==> src/rtl/core/assert_macros.svh <==
// ----------------------------------------------------------------------------
// assertion macros
// shared helpers for concurrent checks on the i_clk / i_rst_n domain
// ----------------------------------------------------------------------------
`ifndef ASSERT_MACROS_SVH
`define ASSERT_MACROS_SVH

// implication check, masked while reset is asserted
`define CRB_ASSERT_IMP(label, ante, cons, msg) \
    label: assert property (@(posedge i_clk) disable iff (!i_rst_n) (ante) |-> (cons)) \
        else $error(msg);

// next-cycle check, masked while reset is asserted
`define CRB_ASSERT_NXT(label, ante, cons, msg) \
    label: assert property (@(posedge i_clk) disable iff (!i_rst_n) (ante) |=> (cons)) \
        else $error(msg);

// next-cycle check that also runs through reset
`define CRB_ASSERT_RST(label, ante, cons, msg) \
    label: assert property (@(posedge i_clk) (ante) |=> (cons)) \
        else $error(msg);

`endif

==> src/rtl/core/crb_pkg.sv <==
// ----------------------------------------------------------------------------
// crb_pkg
// types, widths and tables for the range / bearing cordic pipeline
// ----------------------------------------------------------------------------
package crb_pkg;

    // sizing
    localparam int ITERATIONS   = 16;
    localparam int COORD_WIDTH  = 16;
    localparam int GUARD_BITS   = 8;
    localparam int ATAN_ENTRIES = 24;
    localparam int CELLS        = (ITERATIONS < ATAN_ENTRIES) ? ITERATIONS : ATAN_ENTRIES;
    localparam int ATAN_IDX_W   = $clog2(ATAN_ENTRIES);
    localparam int FIELD_W      = 16;
    localparam int OUT_W        = 16;

    // datapath widths: magnitude with guard bits plus growth headroom
    localparam int VEC_W       = COORD_WIDTH + GUARD_BITS + 3;
    localparam int MAG_W       = VEC_W - 1;
    localparam int ANGLE_W     = 32;
    localparam int INV_GAIN_W  = 32;
    localparam int PROD_W      = MAG_W + INV_GAIN_W;
    localparam int RANGE_SHIFT = INV_GAIN_W + GUARD_BITS;
    localparam int SAT_W       = PROD_W + 1;
    localparam int TURN_SHIFT  = ANGLE_W - OUT_W;
    localparam int Q_W         = OUT_W - 1;
    localparam int RANGE_MAX   = 65535;

    // cordic inverse gain, 2^-32 units
    localparam logic [INV_GAIN_W-1:0] INV_GAIN = 32'd2608131496;

    // angle codes, 1/65536 turn
    localparam logic [OUT_W-1:0] ZERO_TURN          = 16'd0;
    localparam logic [OUT_W-1:0] QUARTER_TURN       = 16'd16384;
    localparam logic [OUT_W-1:0] HALF_TURN          = 16'd32768;
    localparam logic [OUT_W-1:0] THREE_QUARTER_TURN = 16'd49152;

    // atan(2^-i) in 2^-32 turn
    localparam logic [ANGLE_W-1:0] ATAN_TURNS [ATAN_ENTRIES] = '{
        32'h20000000, 32'h12E4051E, 32'h09FB385B, 32'h051111D4,
        32'h028B0D43, 32'h0145D7E1, 32'h00A2F61E, 32'h00517C55,
        32'h0028BE53, 32'h00145F2F, 32'h000A2F98, 32'h000517CC,
        32'h00028BE6, 32'h000145F3, 32'h0000A2F9, 32'h0000517C,
        32'h000028BE, 32'h0000145F, 32'h00000A2F, 32'h00000517,
        32'h0000028B, 32'h00000145, 32'h000000A2, 32'h00000051
    };

    // input beat
    typedef struct packed {
        logic signed [FIELD_W-1:0] pos_x;
        logic signed [FIELD_W-1:0] pos_y;
    } t_in;

    // output beat
    typedef struct packed {
        logic [OUT_W-1:0] range_out;
        logic [OUT_W-1:0] bearing_out;
    } t_out;

    // rotating vector and angle accumulator
    typedef struct packed {
        logic [VEC_W-1:0]   a;
        logic [VEC_W-1:0]   b;
        logic [ANGLE_W-1:0] z;
    } t_vec;

    // quadrant and axis info riding beside the vector
    typedef struct packed {
        logic                   x_neg;
        logic                   y_neg;
        logic                   x_zero;
        logic                   y_zero;
        logic [COORD_WIDTH-1:0] ax;
        logic [COORD_WIDTH-1:0] ay;
    } t_tag;

    // clip a wide unsigned value to the output field
    function automatic logic [OUT_W-1:0] sat_range(input logic [SAT_W-1:0] v);
        return (v > SAT_W'(RANGE_MAX)) ? OUT_W'(RANGE_MAX) : v[OUT_W-1:0];
    endfunction

endpackage

==> src/rtl/core/crb_cell.sv <==
// ----------------------------------------------------------------------------
// crb_cell
// one vectoring micro-rotation, registered, handed to the next cell
// ----------------------------------------------------------------------------
module crb_cell import crb_pkg::*; (
    input  logic                  i_clk,
    input  logic                  i_rst_n,
    input  logic                  i_en,
    input  logic [ATAN_IDX_W-1:0] i_shift,
    input  logic                  i_valid,
    input  t_vec                  i_vec,
    input  t_tag                  i_tag,
    output logic                  o_valid,
    output t_vec                  o_vec,
    output t_tag                  o_tag
);

    logic                r_valid;
    t_vec                r_vec;
    t_tag                r_tag;
    t_vec                n_vec;
    logic [VEC_W-1:0]    w_da;
    logic [VEC_W-1:0]    w_db;
    logic [ANGLE_W-1:0]  w_atan;
    logic                w_pos;

    // floor shifts of the cross terms
    assign w_da   = $unsigned($signed(i_vec.b) >>> i_shift);
    assign w_db   = $unsigned($signed(i_vec.a) >>> i_shift);
    assign w_atan = ATAN_TURNS[i_shift];
    assign w_pos  = !i_vec.b[VEC_W-1];

    // rotate toward b = 0
    always_comb begin
        if (w_pos) begin
            n_vec.a = i_vec.a + w_da;
            n_vec.b = i_vec.b - w_db;
            n_vec.z = i_vec.z + w_atan;
        end else begin
            n_vec.a = i_vec.a - w_da;
            n_vec.b = i_vec.b + w_db;
            n_vec.z = i_vec.z - w_atan;
        end
    end

    // beat valid
    always_ff @(posedge i_clk) begin
        if (!i_rst_n) begin
            r_valid <= 1'b0;
        end else if (i_en) begin
            r_valid <= i_valid;
        end
    end

    // payload
    always_ff @(posedge i_clk) begin
        if (i_en) begin
            r_vec <= n_vec;
            r_tag <= i_tag;
        end
    end

    assign o_valid = r_valid;
    assign o_vec   = r_vec;
    assign o_tag   = r_tag;

endmodule

==> config.mk <==
export PLATFORM = sky130hd
export DESIGN_NAME = crb_cell
export DESIGN_NICKNAME = d
export VERILOG_FILES = /design/src/rtl/core/assert_macros.svh /design/src/rtl/core/crb_pkg.sv /design/src/rtl/core/crb_cell.sv
export SDC_FILE = /design/constraint.sdc
export NUM_CORES = 1
export LEC_CHECK = 0
export BUFFER_PORTS_ARGS = -buffer_cell sky130_fd_sc_hd__buf_4
export CAP_MARGIN = 10
export CORE_UTILIZATION = 25
export DETAILED_ROUTE_END_ITERATION = 10
export PLACE_DENSITY = 0.4
export SLEW_MARGIN = 20
export SYNTH_ARGS = -nofsm -noshare
export SYNTH_HDL_FRONTEND = slang
export SYNTH_SLANG_ARGS = --single-unit
==> constraint.sdc <==
create_clock -name i_clk -period 9.6 [get_ports i_clk]
set_clock_uncertainty 0.15 [all_clocks]
set_input_delay 0.96 -clock i_clk [delete_from_list [all_inputs] [get_ports i_clk]]
set_output_delay 0.96 -clock i_clk [all_outputs]
set_load 0.01 [all_outputs]
==> reports/results.ini <==
[status]
outcome=completed

[route]
via_per_inst=5.31
drt_iter0_markers=980
wl_per_cell_um=21.6
antenna_left=0
routed_wl_um=51000
remaining_drc_errors=0
vias=12488
drtPass1Iterations=5

[clocking]
clock_latency_ns=0.47
numCtsBuffers=17
htreeDepth=4
cts_hold_buf=0
cts_tree=yes
cts.clk_slew.worst_paths_ns=0.06
clock_sink_count=123
cts_buffer_depth=2
ctsResizeCount=0
cts_root_buf=clkbuf_16
cts_setup_buffers=0

[logic_synthesis]
yosysWarnings=0
synth_edf_count=122
ys_seq_elements=123
synthArstFlopShare_pct=0
syn-num-nets=1671
synth_area_um2=13700
synth_cell_types=92
syn_area_per_cell_um2=9.53
ys_seq_area_share_pct=26.8
synth_ff_type=edfxtp_1
netlist_instances=1441

[die]
boundaryPins=254
die_area_um2=55900
initial_core_util_pct=25.4
core_um2=54000
chipWidth_um=236
num_rows=85
die_y_um=236

[setup_path]
cp_max_fo=58
r2r-start=o_valid
rr_endpoint=o_valid
start_kind=input pin
critPathArrivalTime_ns=7.28
required_ns=9.68
worstSetupEndpoint=o_vec[57]
setup.worst_path.start=i_shift[0]
endpoint_kind=register
r2r_cells=2
r2r_slack_ns=8.86
critPathKind=in2reg

[final_layout]
area_delta_synth_final_pct=22.6
fin_cells=2354
drive_gt1_share_pct=24.5
final_nets=1875
diodes=0

[placement]
routabilityCongestion=0.875
portBuffers=253
dp_cells=2322
hpwl_um=39300

[sta]
tns_ns=0
fin_crit_ns=7.20
worstMarginPinSlew_ns=1.12
drv_slew=0
final.period_utilization_pct=75.0
hold_viol_final=0
rsz0062_at_grt=false
setup_viol=0
fmaxAchievable_mhz=139
slew_headroom_pct=25.2

[global_route]
antenna_found_initial=4
grt_usage_pct=18.1
overflow=0
grt_pass1_wl_um=76000
grt_max_degree=73
first_global_vias=12135

[job]
cap_violations=0

[power_and_ir_drop]
irDropWorstVdd_uv=137
leakagePower_nw=6.77
p_per_area_nw_per_um2=159

[min_path]
hold_path_class=reg2reg
min_delay_path_depth=2

==> worst max-delay path, stage by stage <==
cell and delay, ns:
buf_4 0.62, buf_4 0.56, mux4_2 0.61, mux2i_1 0.44, mux4_2 0.42, o2111ai_1 0.19
nor3_1 0.39, a21oi_1 0.14, xnor2_1 0.21, ha_1 0.32, and3_1 0.21, and3_1 0.17
a21boi_0 0.34, o21bai_1 0.26, a221o_1 0.38, or4_1 0.41, a31o_2 0.27, a31oi_1 0.21
xnor2_1 0.09
==> flip-flops by register name (all words and copies together) (netlist names) <==
register	flops
o_vec	86
o_tag	36
o_valid	1
==> worst min-delay path by stage <==
| stage | from | end | slack, ns |
|---|---|---|---|
| after floorplan | o_valid | o_valid | 0.39 |
| after global placement | o_valid | o_valid | 0.35 |
| after detailed placement | o_valid | o_valid | 0.36 |
| after CTS | o_valid | o_valid | 0.38 |
| after global routing | o_valid | o_valid | 0.42 |
| final | o_valid | o_valid | 0.37 |
==> logic make-up (layout without fill, tap and decap cells) <==
kind of cell    after synthesis  after routing  share of synthesized area [%]
simple gates                388            388                           14.1
xor+xnor                    140            140                           8.93
fa+ha+maj                    99             99                           9.18
compound gates              438            438                           21.4
buf+inv                     127            344                           4.14
flops                       123            123                           26.8
mux                         126            126                           15.4
==> synthesized netlist by cell type, types with 18 or more instances <==
| library cell | instances | share of area, % |
|---|---|---|
| o21a_1 | 21 | 1.1 |
| a31oi_1 | 18 | 0.82 |
| xor2_1 | 46 | 2.9 |
| nand2_1 | 98 | 2.7 |
| ha_1 | 96 | 8.7 |
| mux2i_1 | 46 | 3.4 |
| clkbuf_1 | 38 | 1.0 |
| nor2_1 | 120 | 3.3 |
| o21ai_0 | 75 | 2.7 |
| nor3_1 | 27 | 0.98 |
| inv_1 | 42 | 1.1 |
| mux4_2 | 59 | 9.7 |
| edfxtp_1 | 122 | 27 |
| nand3_1 | 24 | 0.87 |
| xnor2_1 | 94 | 6.0 |
| a21oi_1 | 119 | 4.3 |
| buf_2 | 19 | 0.69 |
| a21o_1 | 43 | 2.4 |
==> report_power, final <==
group | switching, mW | internal [mW]
clock network | 0.277 | 0.434
registers | 0.0310 | 0.742
logic | 0.656 | 0.535
total | 0.964 | 1.71
==> layout make-up <==
cell class,instances,area (µm²)
fill,5677,37200
clock buffer,18,429
clock inverter,14,193
multi-input combinational,1191,9490
timing repair buffer,267,2000
tap,696,871
inverter,45,169
sequential,123,3680
==> layer usage <==
layer	part of all wire (%)	GRT usage, %	vias to the layer above	wire [µm]
met4	2.0	6.12	0	1030
met5	0	0	-	0
met3	6.7	3.87	54	3430
met1	47	25.1	6016	23800
met2	44	27.5	455	22700
li1	-	-	5963	-
==> layout by cell type, fill, tap and decap left out, drive strengths merged, types with 18 or more instances in the layout <==
cell,netlist,final
nand3,25,25
ha,96,96
nor3,27,27
xnor2,94,94
buf,44,267
a31oi,18,18
mux4,65,65
xor2,46,46
edfxtp,122,122
nor2,120,120
inv,44,45
o21ai,77,77
mux2i,46,46
nand2,98,98
a21oi,119,119
o21a,21,21
clkbuf,38,18
a21o,43,43
==> through the flow <==
stage                     setup slack [ns]  cell area [µm²]  hold WS, ns  util [%]  power (mW)
after global placement                2.03            16200        0.355      30.0        1.98
final                                 2.40            16800        0.371      31.2        2.67
after floorplan                       3.19            13700        0.388         -        1.54
after global routing                  1.91            16800        0.424      31.2        2.85
after detailed placement              1.92            16200        0.357      30.0        1.98
after CTS                             2.43            16800        0.376      31.2        2.72
No activity file was read; power rests on OpenSTA's default activity.
