===== config.mk =====
export PLATFORM = sky130hd
export DESIGN_NAME = crb_finish
export DESIGN_NICKNAME = d
export VERILOG_FILES = /design/src/rtl/core/assert_macros.svh /design/src/rtl/core/crb_pkg.sv /design/src/rtl/core/crb_finish.sv
export SDC_FILE = /design/constraint.sdc
export NUM_CORES = 1
export LEC_CHECK = 0
export BUFFER_PORTS_ARGS = -buffer_cell sky130_fd_sc_hd__clkbuf_2
export CAP_MARGIN = 10
export CORE_UTILIZATION = 63
export CTS_CLUSTER_SIZE = 16
export DETAILED_ROUTE_END_ITERATION = 6
export GPL_TIMING_DRIVEN = 0
export PLACE_DENSITY = 0.94
export RECOVER_POWER = 25
export SLEW_MARGIN = 20
export SYNTH_ARGS = -nofsm -noshare
export SYNTH_HDL_FRONTEND = slang
export SYNTH_SLANG_ARGS = --single-unit

===== constraint.sdc =====
create_clock -name i_clk -period 8.23 [get_ports i_clk]
set_input_delay 0.823 -clock i_clk [delete_from_list [all_inputs] [get_ports i_clk]]
set_output_delay 0.823 -clock i_clk [all_outputs]
set_load 0.02 [all_outputs]

===== src/rtl/core/assert_macros.svh =====
// ----------------------------------------------------------------------------
// assertion macros
// shared helpers for concurrent checks on the i_clk / i_rst_n domain
// ----------------------------------------------------------------------------
`ifndef ASSERT_MACROS_SVH
`define ASSERT_MACROS_SVH

// implication check, masked while reset is asserted
`define CRB_ASSERT_IMP(label, ante, cons, msg) \
    label: assert property (@(posedge i_clk) disable iff (!i_rst_n) (ante) |-> (cons)) \
        else $error(msg);

// next-cycle check, masked while reset is asserted
`define CRB_ASSERT_NXT(label, ante, cons, msg) \
    label: assert property (@(posedge i_clk) disable iff (!i_rst_n) (ante) |=> (cons)) \
        else $error(msg);

// next-cycle check that also runs through reset
`define CRB_ASSERT_RST(label, ante, cons, msg) \
    label: assert property (@(posedge i_clk) (ante) |=> (cons)) \
        else $error(msg);

`endif


===== src/rtl/core/crb_pkg.sv =====
// ----------------------------------------------------------------------------
// crb_pkg
// types, widths and tables for the range / bearing cordic pipeline
// ----------------------------------------------------------------------------
package crb_pkg;

    // sizing
    localparam int ITERATIONS   = 16;
    localparam int COORD_WIDTH  = 16;
    localparam int GUARD_BITS   = 8;
    localparam int ATAN_ENTRIES = 24;
    localparam int CELLS        = (ITERATIONS < ATAN_ENTRIES) ? ITERATIONS : ATAN_ENTRIES;
    localparam int ATAN_IDX_W   = $clog2(ATAN_ENTRIES);
    localparam int FIELD_W      = 16;
    localparam int OUT_W        = 16;

    // datapath widths: magnitude with guard bits plus growth headroom
    localparam int VEC_W       = COORD_WIDTH + GUARD_BITS + 3;
    localparam int MAG_W       = VEC_W - 1;
    localparam int ANGLE_W     = 32;
    localparam int INV_GAIN_W  = 32;
    localparam int PROD_W      = MAG_W + INV_GAIN_W;
    localparam int RANGE_SHIFT = INV_GAIN_W + GUARD_BITS;
    localparam int SAT_W       = PROD_W + 1;
    localparam int TURN_SHIFT  = ANGLE_W - OUT_W;
    localparam int Q_W         = OUT_W - 1;
    localparam int RANGE_MAX   = 65535;

    // cordic inverse gain, 2^-32 units
    localparam logic [INV_GAIN_W-1:0] INV_GAIN = 32'd2608131496;

    // angle codes, 1/65536 turn
    localparam logic [OUT_W-1:0] ZERO_TURN          = 16'd0;
    localparam logic [OUT_W-1:0] QUARTER_TURN       = 16'd16384;
    localparam logic [OUT_W-1:0] HALF_TURN          = 16'd32768;
    localparam logic [OUT_W-1:0] THREE_QUARTER_TURN = 16'd49152;

    // atan(2^-i) in 2^-32 turn
    localparam logic [ANGLE_W-1:0] ATAN_TURNS [ATAN_ENTRIES] = '{
        32'h20000000, 32'h12E4051E, 32'h09FB385B, 32'h051111D4,
        32'h028B0D43, 32'h0145D7E1, 32'h00A2F61E, 32'h00517C55,
        32'h0028BE53, 32'h00145F2F, 32'h000A2F98, 32'h000517CC,
        32'h00028BE6, 32'h000145F3, 32'h0000A2F9, 32'h0000517C,
        32'h000028BE, 32'h0000145F, 32'h00000A2F, 32'h00000517,
        32'h0000028B, 32'h00000145, 32'h000000A2, 32'h00000051
    };

    // input beat
    typedef struct packed {
        logic signed [FIELD_W-1:0] pos_x;
        logic signed [FIELD_W-1:0] pos_y;
    } t_in;

    // output beat
    typedef struct packed {
        logic [OUT_W-1:0] range_out;
        logic [OUT_W-1:0] bearing_out;
    } t_out;

    // rotating vector and angle accumulator
    typedef struct packed {
        logic [VEC_W-1:0]   a;
        logic [VEC_W-1:0]   b;
        logic [ANGLE_W-1:0] z;
    } t_vec;

    // quadrant and axis info riding beside the vector
    typedef struct packed {
        logic                   x_neg;
        logic                   y_neg;
        logic                   x_zero;
        logic                   y_zero;
        logic [COORD_WIDTH-1:0] ax;
        logic [COORD_WIDTH-1:0] ay;
    } t_tag;

    // clip a wide unsigned value to the output field
    function automatic logic [OUT_W-1:0] sat_range(input logic [SAT_W-1:0] v);
        return (v > SAT_W'(RANGE_MAX)) ? OUT_W'(RANGE_MAX) : v[OUT_W-1:0];
    endfunction

endpackage


===== src/rtl/core/crb_finish.sv =====
// ----------------------------------------------------------------------------
// crb_finish
// gain correction and bearing fold: multiply stage, then output register
// ----------------------------------------------------------------------------
module crb_finish import crb_pkg::*; (
    input  logic i_clk,
    input  logic i_rst_n,
    input  logic i_en,
    input  logic i_valid,
    input  t_vec i_vec,
    input  t_tag i_tag,
    output logic o_valid,
    output t_out o_data
);

    logic                r_mul_valid;
    logic [PROD_W-1:0]   r_prod;
    logic [Q_W-1:0]      r_q;
    t_tag                r_tag;
    logic                r_valid;
    t_out                r_out;

    logic [MAG_W-1:0]    w_mag;
    logic [ANGLE_W-1:0]  w_zr;
    logic [OUT_W-1:0]    w_qs;
    logic [Q_W-1:0]      n_q;
    logic [SAT_W-1:0]    w_rnd;
    logic [OUT_W-1:0]    w_range;
    logic [OUT_W-1:0]    w_qe;
    t_out                n_out;

    // negative magnitude reads as zero
    assign w_mag = i_vec.a[VEC_W-1] ? '0 : i_vec.a[MAG_W-1:0];

    // angle rounded to 1/65536 turn, clamped to one quadrant
    assign w_zr = i_vec.z + ANGLE_W'(1 << (TURN_SHIFT - 1));
    assign w_qs = w_zr[ANGLE_W-1:TURN_SHIFT];

    always_comb begin
        if (w_qs[OUT_W-1]) begin
            n_q = '0;
        end else if (w_qs > QUARTER_TURN) begin
            n_q = QUARTER_TURN[Q_W-1:0];
        end else begin
            n_q = w_qs[Q_W-1:0];
        end
    end

    // multiply stage
    always_ff @(posedge i_clk) begin
        if (!i_rst_n) begin
            r_mul_valid <= 1'b0;
        end else if (i_en) begin
            r_mul_valid <= i_valid;
        end
    end

    always_ff @(posedge i_clk) begin
        if (i_en) begin
            r_prod <= PROD_W'(w_mag) * PROD_W'(INV_GAIN);
            r_q    <= n_q;
            r_tag  <= i_tag;
        end
    end

    // round-half-up of the corrected magnitude
    assign w_rnd   = SAT_W'(r_prod) + (SAT_W'(1) << (RANGE_SHIFT - 1));
    assign w_range = sat_range(w_rnd >> RANGE_SHIFT);
    assign w_qe    = OUT_W'(r_q);

    // axis cases and quadrant fold
    always_comb begin
        if (r_tag.x_zero && r_tag.y_zero) begin
            n_out.range_out   = '0;
            n_out.bearing_out = ZERO_TURN;
        end else if (r_tag.x_zero) begin
            n_out.range_out   = sat_range(SAT_W'(r_tag.ay));
            n_out.bearing_out = r_tag.y_neg ? HALF_TURN : ZERO_TURN;
        end else if (r_tag.y_zero) begin
            n_out.range_out   = sat_range(SAT_W'(r_tag.ax));
            n_out.bearing_out = r_tag.x_neg ? THREE_QUARTER_TURN : QUARTER_TURN;
        end else begin
            n_out.range_out = w_range;
            unique case ({r_tag.x_neg, r_tag.y_neg})
                2'b00:   n_out.bearing_out = w_qe;
                2'b01:   n_out.bearing_out = HALF_TURN - w_qe;
                2'b11:   n_out.bearing_out = HALF_TURN + w_qe;
                default: n_out.bearing_out = ZERO_TURN - w_qe;
            endcase
        end
    end

    // output register
    always_ff @(posedge i_clk) begin
        if (!i_rst_n) begin
            r_valid <= 1'b0;
        end else if (i_en) begin
            r_valid <= r_mul_valid;
        end
    end

    always_ff @(posedge i_clk) begin
        if (i_en) begin
            r_out <= n_out;
        end
    end

    assign o_valid = r_valid;
    assign o_data  = r_out;

endmodule


==> summary.json, run 1 <==
{
  "grt.total_usage_pct": 32.7,
  "die-height_um": 170,
  "synth_top_flop_cell": "sky130_fd_sc_hd__edfxtp_1",
  "grt_max_degree": 105,
  "max_clock_freq_ghz": 0.125,
  "clk-insertion-delay-late_ps": 350,
  "num_io_pins": 159,
  "finalClockSkew_ps": 6.42,
  "synth_async_sr_flop_share_pct": 0,
  "avgRoutedWirePerCell_um": 20.3,
  "synth_edf_count": 102,
  "net_count_reported_at_finish": 2552,
  "finalWeightedCongestion": 1.08,
  "cpMaxStageDelayCell": "sky130_fd_sc_hd__fa_1",
  "ranking_of_synthesized_cells_by_area": "sky130_fd_sc_hd__fa_1, sky130_fd_sc_hd__ha_1, sky130_fd_sc_hd__edfxtp_1",
  "number_of_antenna_violations_at_the_first_check_in_global_routing": 1,
  "fin_util_pct": 70.1,
  "finalSetupViolations": 0,
  "first_global_vias": 13200,
  "violations_in_the_final_reports": "max-capacitance violations, max-slew violations",
  "row_count": 61,
  "postSynthCellCount": 1726,
  "critPathLaunchType": "primary input",
  "hpwlAfterDp_um": 39200,
  "worst_pin_slew_ps": 5110,
  "synth-seq-area-share_pct": 17.5,
  "critical_path.max_fanout": 10,
  "drive_gt1_share_pct": 11.2,
  "clkSlewWorstSetupHoldPaths_ps": 70,
  "result_of_the_run": "finished, violations left",
  "root_buffer": "sky130_fd_sc_hd__clkbuf_16",
  "cp_peak_stage_delay_ps": 550,
  "tritoncts.num_buffers": 9,
  "synth_largest_type_area_fraction_pct": 35.2,
  "vias": 12800,
  "synth_most_common_cell": "sky130_fd_sc_hd__inv_1",
  "yosysWarningCount": 0,
  "synthesis.nets": 2415,
  "first_pass_grt_wire_length_um": 70100,
  "synth_area_um2": 17800,
  "die_width_um": 170,
  "hold_viol_final": 0,
  "antenna_violating_nets_remaining": 0,
  "io_buffer_count": 113,
  "grt_remaining_overflow": 0,
  "critPathRequiredTime_ps": 8350,
  "layout_worst_path_cycle_share_pct": 97.5,
  "dieArea_um2": 28900,
  "maxSlewViolCount": 105,
  "critPathCaptureType": "flop",
  "hold_path_class": "flop to flop",
  "initialDrtViolationCount": 1037,
  "worst_ep_arrival_time_ps": 8150,
  "routed_via_density": 5.69,
  "clockBufferDepth": 2,
  "holdBufCountCts": 0,
  "post-synth-top-area-cell": "sky130_fd_sc_hd__fa_1",
  "post_synth.cell_area_avg_um2": 10.3,
  "n_fill_cell": 2048,
  "layout-area-overhead-vs-synth_pct": 9.64,
  "post-route-drc-count": 0,
  "floorplan.core_area_um2": 27800,
  "critPathKind": "primary input to flop",
  "drv.max_cap_violation_count": 1,
  "htreeDepth": 3,
  "flops_latches_synth": 104,
  "slew_headroom_pct": -241,
  "cp_common_cell": "sky130_fd_sc_hd__fa_1",
  "route.final.wire_length_um": 45700,
  "netlist_top_cells_count": "sky130_fd_sc_hd__inv_1, sky130_fd_sc_hd__fa_1, sky130_fd_sc_hd__ha_1",
  "synth.distinct_cells": 67,
  "antenna_cells": 0,
  "drt_pass1_iterations": 6,
  "floorplan.initialDensity_pct": 63.9,
  "tritoncts": "built",
  "layout_min_cycle_time_ps": 8030,
  "numClockSinks": 104
}
## sequential cells by signal (all words and copies together), names as in the netlist
name,flops
r_q,15
r_prod,19
o_data,32
o_valid,1
r_mul_valid,1
r_tag,36
## final timing paths
| kind | endpoint | slack [ps] | start | depth (start not counted) |
|---|---|---|---|---|
| min | o_data[26]$_SDFFCE_PP0P_ | 540 | r_tag[26]$_DFFE_PP_ | 2 |
| min reg2reg | o_data[26]$_SDFFCE_PP0P_ | 540 | r_tag[26]$_DFFE_PP_ | 2 |
| max reg2reg | o_data[30]$_SDFFCE_PP0P_ | 5360 | r_prod[41]$_DFFE_PP_ | 9 |
| max | r_prod[51]$_DFFE_PP_ | 200 | i_vec[85] | 25 |
## area by class of cell
class / instances / area, µm² / share of cell area (%)
Buffer: 19 / 109 / 0.559
Clock buffer: 9 / 225 / 1.16
Clock inverter: 7 / 120 / 0.617
Inverter: 497 / 1880 / 9.64
Multi-Input combinational cell: 1106 / 12900 / 66.3
Sequential cell: 104 / 3100 / 15.9
Tap cell: 378 / 473 / 2.43
Timing Repair Buffer: 126 / 661 / 3.39
## timing repair
action	4_1_cts	5_1_grt
pin swaps	0	6
resized for setup	34	26
buffers inserted	6	7
setup endpoints to repair	19	15
endpoints found under the hold margin	0	0
## critical path, delay by kind of cell
family,cells,cell delay [ps]
adders and majority gates,8,3910
AOI/OAI and AO/OA,7,1470
buffers and inverters,8,1140
and+or+nand+nor,2,770
## metal layers
metal	vias up	wire length [µm]	global-route usage [%]	share of wire [%]
met4	2	1710	11.8	3.7
li1	5726	-	-	-
met3	130	4320	7.67	9.5
met1	6280	17800	41.2	39
met2	644	21800	55.1	48
met5	-	13	0	0.028
## stage by stage
step                      setup slack [ps]  TNS, ps  cell area (µm²)  cells  hold WS [ps]
after floorplan                        598        0            17800   1726           482
after global placement               -1730   -22850            18800   2217           497
after detailed placement             -1750   -23370            18800   2217           507
after CTS                             6.82        0            19300   2239           543
after global routing                 -41.5    -66.6            19500   2246           566
final                                  203        0            19500   2246           542
## logic make-up (layout without fill, tap and decap cells)
group,after synthesis,after routing,share of synthesized area [%]
buffers and inverters,516,658,11.0
AO/OA/AOI/OAI,191,191,7.08
multiplexers,8,8,0.458
XOR/XNOR,64,64,3.16
adder cells (fa/ha/maj),563,563,52.8
AND/OR/NAND/NOR,280,280,8.02
flip-flops,104,104,17.5
## placed cells by master, fill, tap and decap left out, types with 8 or more instances in the layout
master                      Yosys  routed
sky130_fd_sc_hd__inv_1        496     492
sky130_fd_sc_hd__fa_1         312     312
sky130_fd_sc_hd__ha_1         251     245
sky130_fd_sc_hd__clkbuf_2       0     108
sky130_fd_sc_hd__edfxtp_1     102     102
sky130_fd_sc_hd__nand2_1       71      71
sky130_fd_sc_hd__nor2_1        63      63
sky130_fd_sc_hd__a21oi_1       43      41
sky130_fd_sc_hd__xnor2_1       35      35
sky130_fd_sc_hd__o21ai_0       35      35
sky130_fd_sc_hd__xor2_1        29      29
sky130_fd_sc_hd__a21o_1        27      27
sky130_fd_sc_hd__nand3_1       19      19
sky130_fd_sc_hd__nor2b_1       24      15
sky130_fd_sc_hd__nand2b_1      19      15
sky130_fd_sc_hd__nor3_1        15      15
sky130_fd_sc_hd__clkbuf_1      13      14
sky130_fd_sc_hd__o22ai_1       14      14
sky130_fd_sc_hd__buf_4          1      14
sky130_fd_sc_hd__or2_2         11      11
sky130_fd_sc_hd__a31oi_1       11      10
sky130_fd_sc_hd__and3_1        10      10
sky130_fd_sc_hd__nor2_2        10      10
sky130_fd_sc_hd__clkbuf_16      0       9
sky130_fd_sc_hd__nor2b_4        0       8
sky130_fd_sc_hd__o21a_1         8       8
Power of run 1 is left out: the tool's default activity adds up to more than one toggle a clock period on the data nets, which glitch-free logic cannot reach.
==> run 2, diff against run 1 <==
--- a/config.mk
+++ b/config.mk
@@ -5,6 +5,7 @@
 export SDC_FILE = /design/constraint.sdc
 export NUM_CORES = 1
 export LEC_CHECK = 0
+export ABC_CLOCK_PERIOD_IN_PS = 7600
 export BUFFER_PORTS_ARGS = -buffer_cell sky130_fd_sc_hd__clkbuf_2
 export CAP_MARGIN = 10
 export CORE_UTILIZATION = 63
==> constraint.sdc (replaced) <==
create_clock -name i_clk -period 7.6 [get_ports i_clk]
set_input_delay 0.76 -clock i_clk [delete_from_list [all_inputs] [get_ports i_clk]]
set_output_delay 0.76 -clock i_clk [all_outputs]
set_load 0.02 [all_outputs]
==> run 2 against run 1 <==
Against the previous run: flip-flop and latch count unchanged; cell count is 1.9% higher; count of clock-buffer cells in the layout stayed put; the flow finishes with violations (design-rule violations, max-capacitance violations, max-slew violations); utilization is 2.7 points higher; final area is 3.8% higher; hold slack about the same; via count up 2.7%; highest routed layer is now met4.
==> summary.json, run 2 (synthesized netlist as in run 1, its figures left out) <==
{
  "rsz0062_at_grt": "yes",
  "critical_path.max_fanout": 10,
  "drive_gt1_share_pct": 16.5,
  "layout_min_cycle_time_ps": 7550,
  "reg2reg_from": "r_prod[41]$_DFFE_PP_",
  "critPathLaunchType": "primary input",
  "drt_pass1_iterations": 7,
  "worst_ep_arrival_time_ps": 7630,
  "result_of_the_run": "finished, violations left",
  "layout.cells.most_common": "sky130_fd_sc_hd__inv_1",
  "htreeDepth": 3,
  "grt_max_degree": 105,
  "io_buffer_count": 113,
  "drv.max_cap_violation_count": 1,
  "maxSlewViolCount": 105,
  "routed_via_density": 5.73,
  "number_of_flip_flops_under_the_largest_register_name": 36,
  "layout-area-overhead-vs-synth_pct": 13.8,
  "hold_viol_final": 0,
  "crit-reg2reg-capture": "o_data[30]$_SDFFCE_PP0P_",
  "most_frequent_cells_in_the_layout": "sky130_fd_sc_hd__inv_1, sky130_fd_sc_hd__fa_1, sky130_fd_sc_hd__ha_1",
  "number_of_antenna_violations_at_the_first_check_in_global_routing": 1,
  "initialDrtViolationCount": 1035,
  "critPathCaptureType": "flop",
  "finalClockSkew_ps": 6.52,
  "hold_start": "r_tag[20]$_DFFE_PP_",
  "antenna_violating_nets_remaining": 0,
  "grt.total_usage_pct": 33.4,
  "first_global_vias": 13400,
  "floorplan.core_area_um2": 27800,
  "post-route-drc-count": 2,
  "slew_headroom_pct": -248,
  "r2r_setup_slack_ps": 4720,
  "dieArea_um2": 28900,
  "net_count_reported_at_finish": 2595,
  "max_clock_freq_ghz": 0.132,
  "row_count": 61,
  "clkSlewWorstSetupHoldPaths_ps": 70,
  "hpwlAfterDp_um": 39200,
  "antenna_cells": 0,
  "die-height_um": 170,
  "route.final.wire_length_um": 48200,
  "hold_depth": 2,
  "critPathKind": "primary input to flop",
  "tritoncts": "built",
  "critPathRequiredTime_ps": 7670,
  "hold_path_class": "flop to flop",
  "first_pass_grt_wire_length_um": 71600,
  "r2r.worst_path.cells": 9,
  "violations_in_the_final_reports": "design-rule violations, max-capacitance violations, max-slew violations",
  "vias": 13100,
  "floorplan.initialDensity_pct": 63.9,
  "clk-insertion-delay-late_ps": 350,
  "finalSetupViolations": 0,
  "avgRoutedWirePerCell_um": 21.0,
  "finalWeightedCongestion": 1.08,
  "num_io_pins": 159,
  "numClockSinks": 104,
  "clockBufferDepth": 2,
  "hold_slack_ps": 542,
  "register_with_the_highest_flop_count": "r_tag",
  "root_buffer": "sky130_fd_sc_hd__clkbuf_16",
  "layout_worst_path_cycle_share_pct": 99.4,
  "die_width_um": 170,
  "grt_remaining_overflow": 0,
  "worst_pin_slew_ps": 5230,
  "tritoncts.num_buffers": 9,
  "timing.hold.worst_endpoint": "o_data[20]$_SDFFCE_PP0P_"
}
==> run 2: cell types whose count changed in the layout (fill, tap and decap cells not counted), moves of 3 or more <==
| cell | change |
|---|---|
| sky130_fd_sc_hd__buf_4 | +40 |
| sky130_fd_sc_hd__inv_1 | -18 |
| sky130_fd_sc_hd__ha_1 | -16 |
| sky130_fd_sc_hd__fa_1 | -13 |
| sky130_fd_sc_hd__fa_2 | +13 |
| sky130_fd_sc_hd__ha_4 | +13 |
| sky130_fd_sc_hd__inv_2 | +12 |
| sky130_fd_sc_hd__inv_4 | +4 |
| sky130_fd_sc_hd__nand2b_1 | -4 |
| sky130_fd_sc_hd__nand2b_4 | +4 |
| sky130_fd_sc_hd__clkbuf_16 | +3 |
| sky130_fd_sc_hd__ha_2 | +3 |
==> run 2: layout make-up <==
cell class	count	area, µm²
Sequential cell	104	3100
Timing Repair Buffer	169	1010
Multi-Input combinational cell	1106	13300
Tap cell	378	473
Clock inverter	7	120
Clock buffer	9	225
Fill cell	1927	7560
Buffer	19	144
Inverter	497	1890
==> run 2: critical path: stages <==
cell and delay, ps:
sky130_fd_sc_hd__clkbuf_16 160, sky130_fd_sc_hd__clkbuf_16 180, sky130_fd_sc_hd__buf_6 150, sky130_fd_sc_hd__nand2b_2 220
sky130_fd_sc_hd__inv_4 120, sky130_fd_sc_hd__ha_2 360, sky130_fd_sc_hd__fa_1 550, sky130_fd_sc_hd__inv_1 90
sky130_fd_sc_hd__fa_1 490, sky130_fd_sc_hd__fa_1 520, sky130_fd_sc_hd__inv_1 50, sky130_fd_sc_hd__fa_1 480
sky130_fd_sc_hd__fa_1 590, sky130_fd_sc_hd__inv_1 70, sky130_fd_sc_hd__fa_1 540, sky130_fd_sc_hd__inv_1 70
sky130_fd_sc_hd__ha_4 250, sky130_fd_sc_hd__a21o_1 170, sky130_fd_sc_hd__a311o_1 330, sky130_fd_sc_hd__a211oi_2 340
sky130_fd_sc_hd__o32ai_4 150, sky130_fd_sc_hd__a31oi_4 290, sky130_fd_sc_hd__buf_4 170, sky130_fd_sc_hd__a21boi_4 50
sky130_fd_sc_hd__o211ai_1 310, sky130_fd_sc_hd__o311ai_4 150
==> run 2: worst max-delay path by stage <==
stage | from | end | slack, ps
global placement | i_vec[85] | r_prod[51]$_DFFE_PP_ | -2290
CTS | i_vec[85] | r_prod[51]$_DFFE_PP_ | 9
finish | i_vec[85] | r_prod[56]$_DFFE_PP_ | 50
global route | i_vec[85] | r_prod[56]$_DFFE_PP_ | -170
detailed placement | i_vec[85] | r_prod[51]$_DFFE_PP_ | -2310
floorplan | i_vec[85] | r_prod[56]$_DFFE_PP_ | 30
==> run 2: routing by layer <==
metal | track usage (%) | vias to the layer above | routed length [µm]
met2 | 56.2 | 729 | 22600
met1 | 41.5 | 6417 | 18300
met4 | 13.5 | 0 | 2380
met3 | 8.02 | 169 | 4810
li1 | - | 5812 | -
met5 | 0 | - | 0
==> run 2: timing repair <==
action	in CTS	in global routing
gates cloned	0	2
hold buffers	0	0
buffers inserted	21	33
setup endpoints to repair	19	15
resized for setup	83	73
pin swaps	11	28
==> run 2: stage by stage <==
step	cells	worst slack (ps)	cell area (µm²)	TNS, ps	utilization, %
after floorplan	1726	30.6	17800	0	-
after global placement	2217	-2290	18800	-33620	67.7
after detailed placement	2217	-2310	18800	-34140	67.7
after CTS	2254	9.19	19700	0	70.8
after global routing	2289	-167	20200	-575	72.8
final	2289	46.4	20200	0	72.8
Power of run 2 is left out for the same reason.
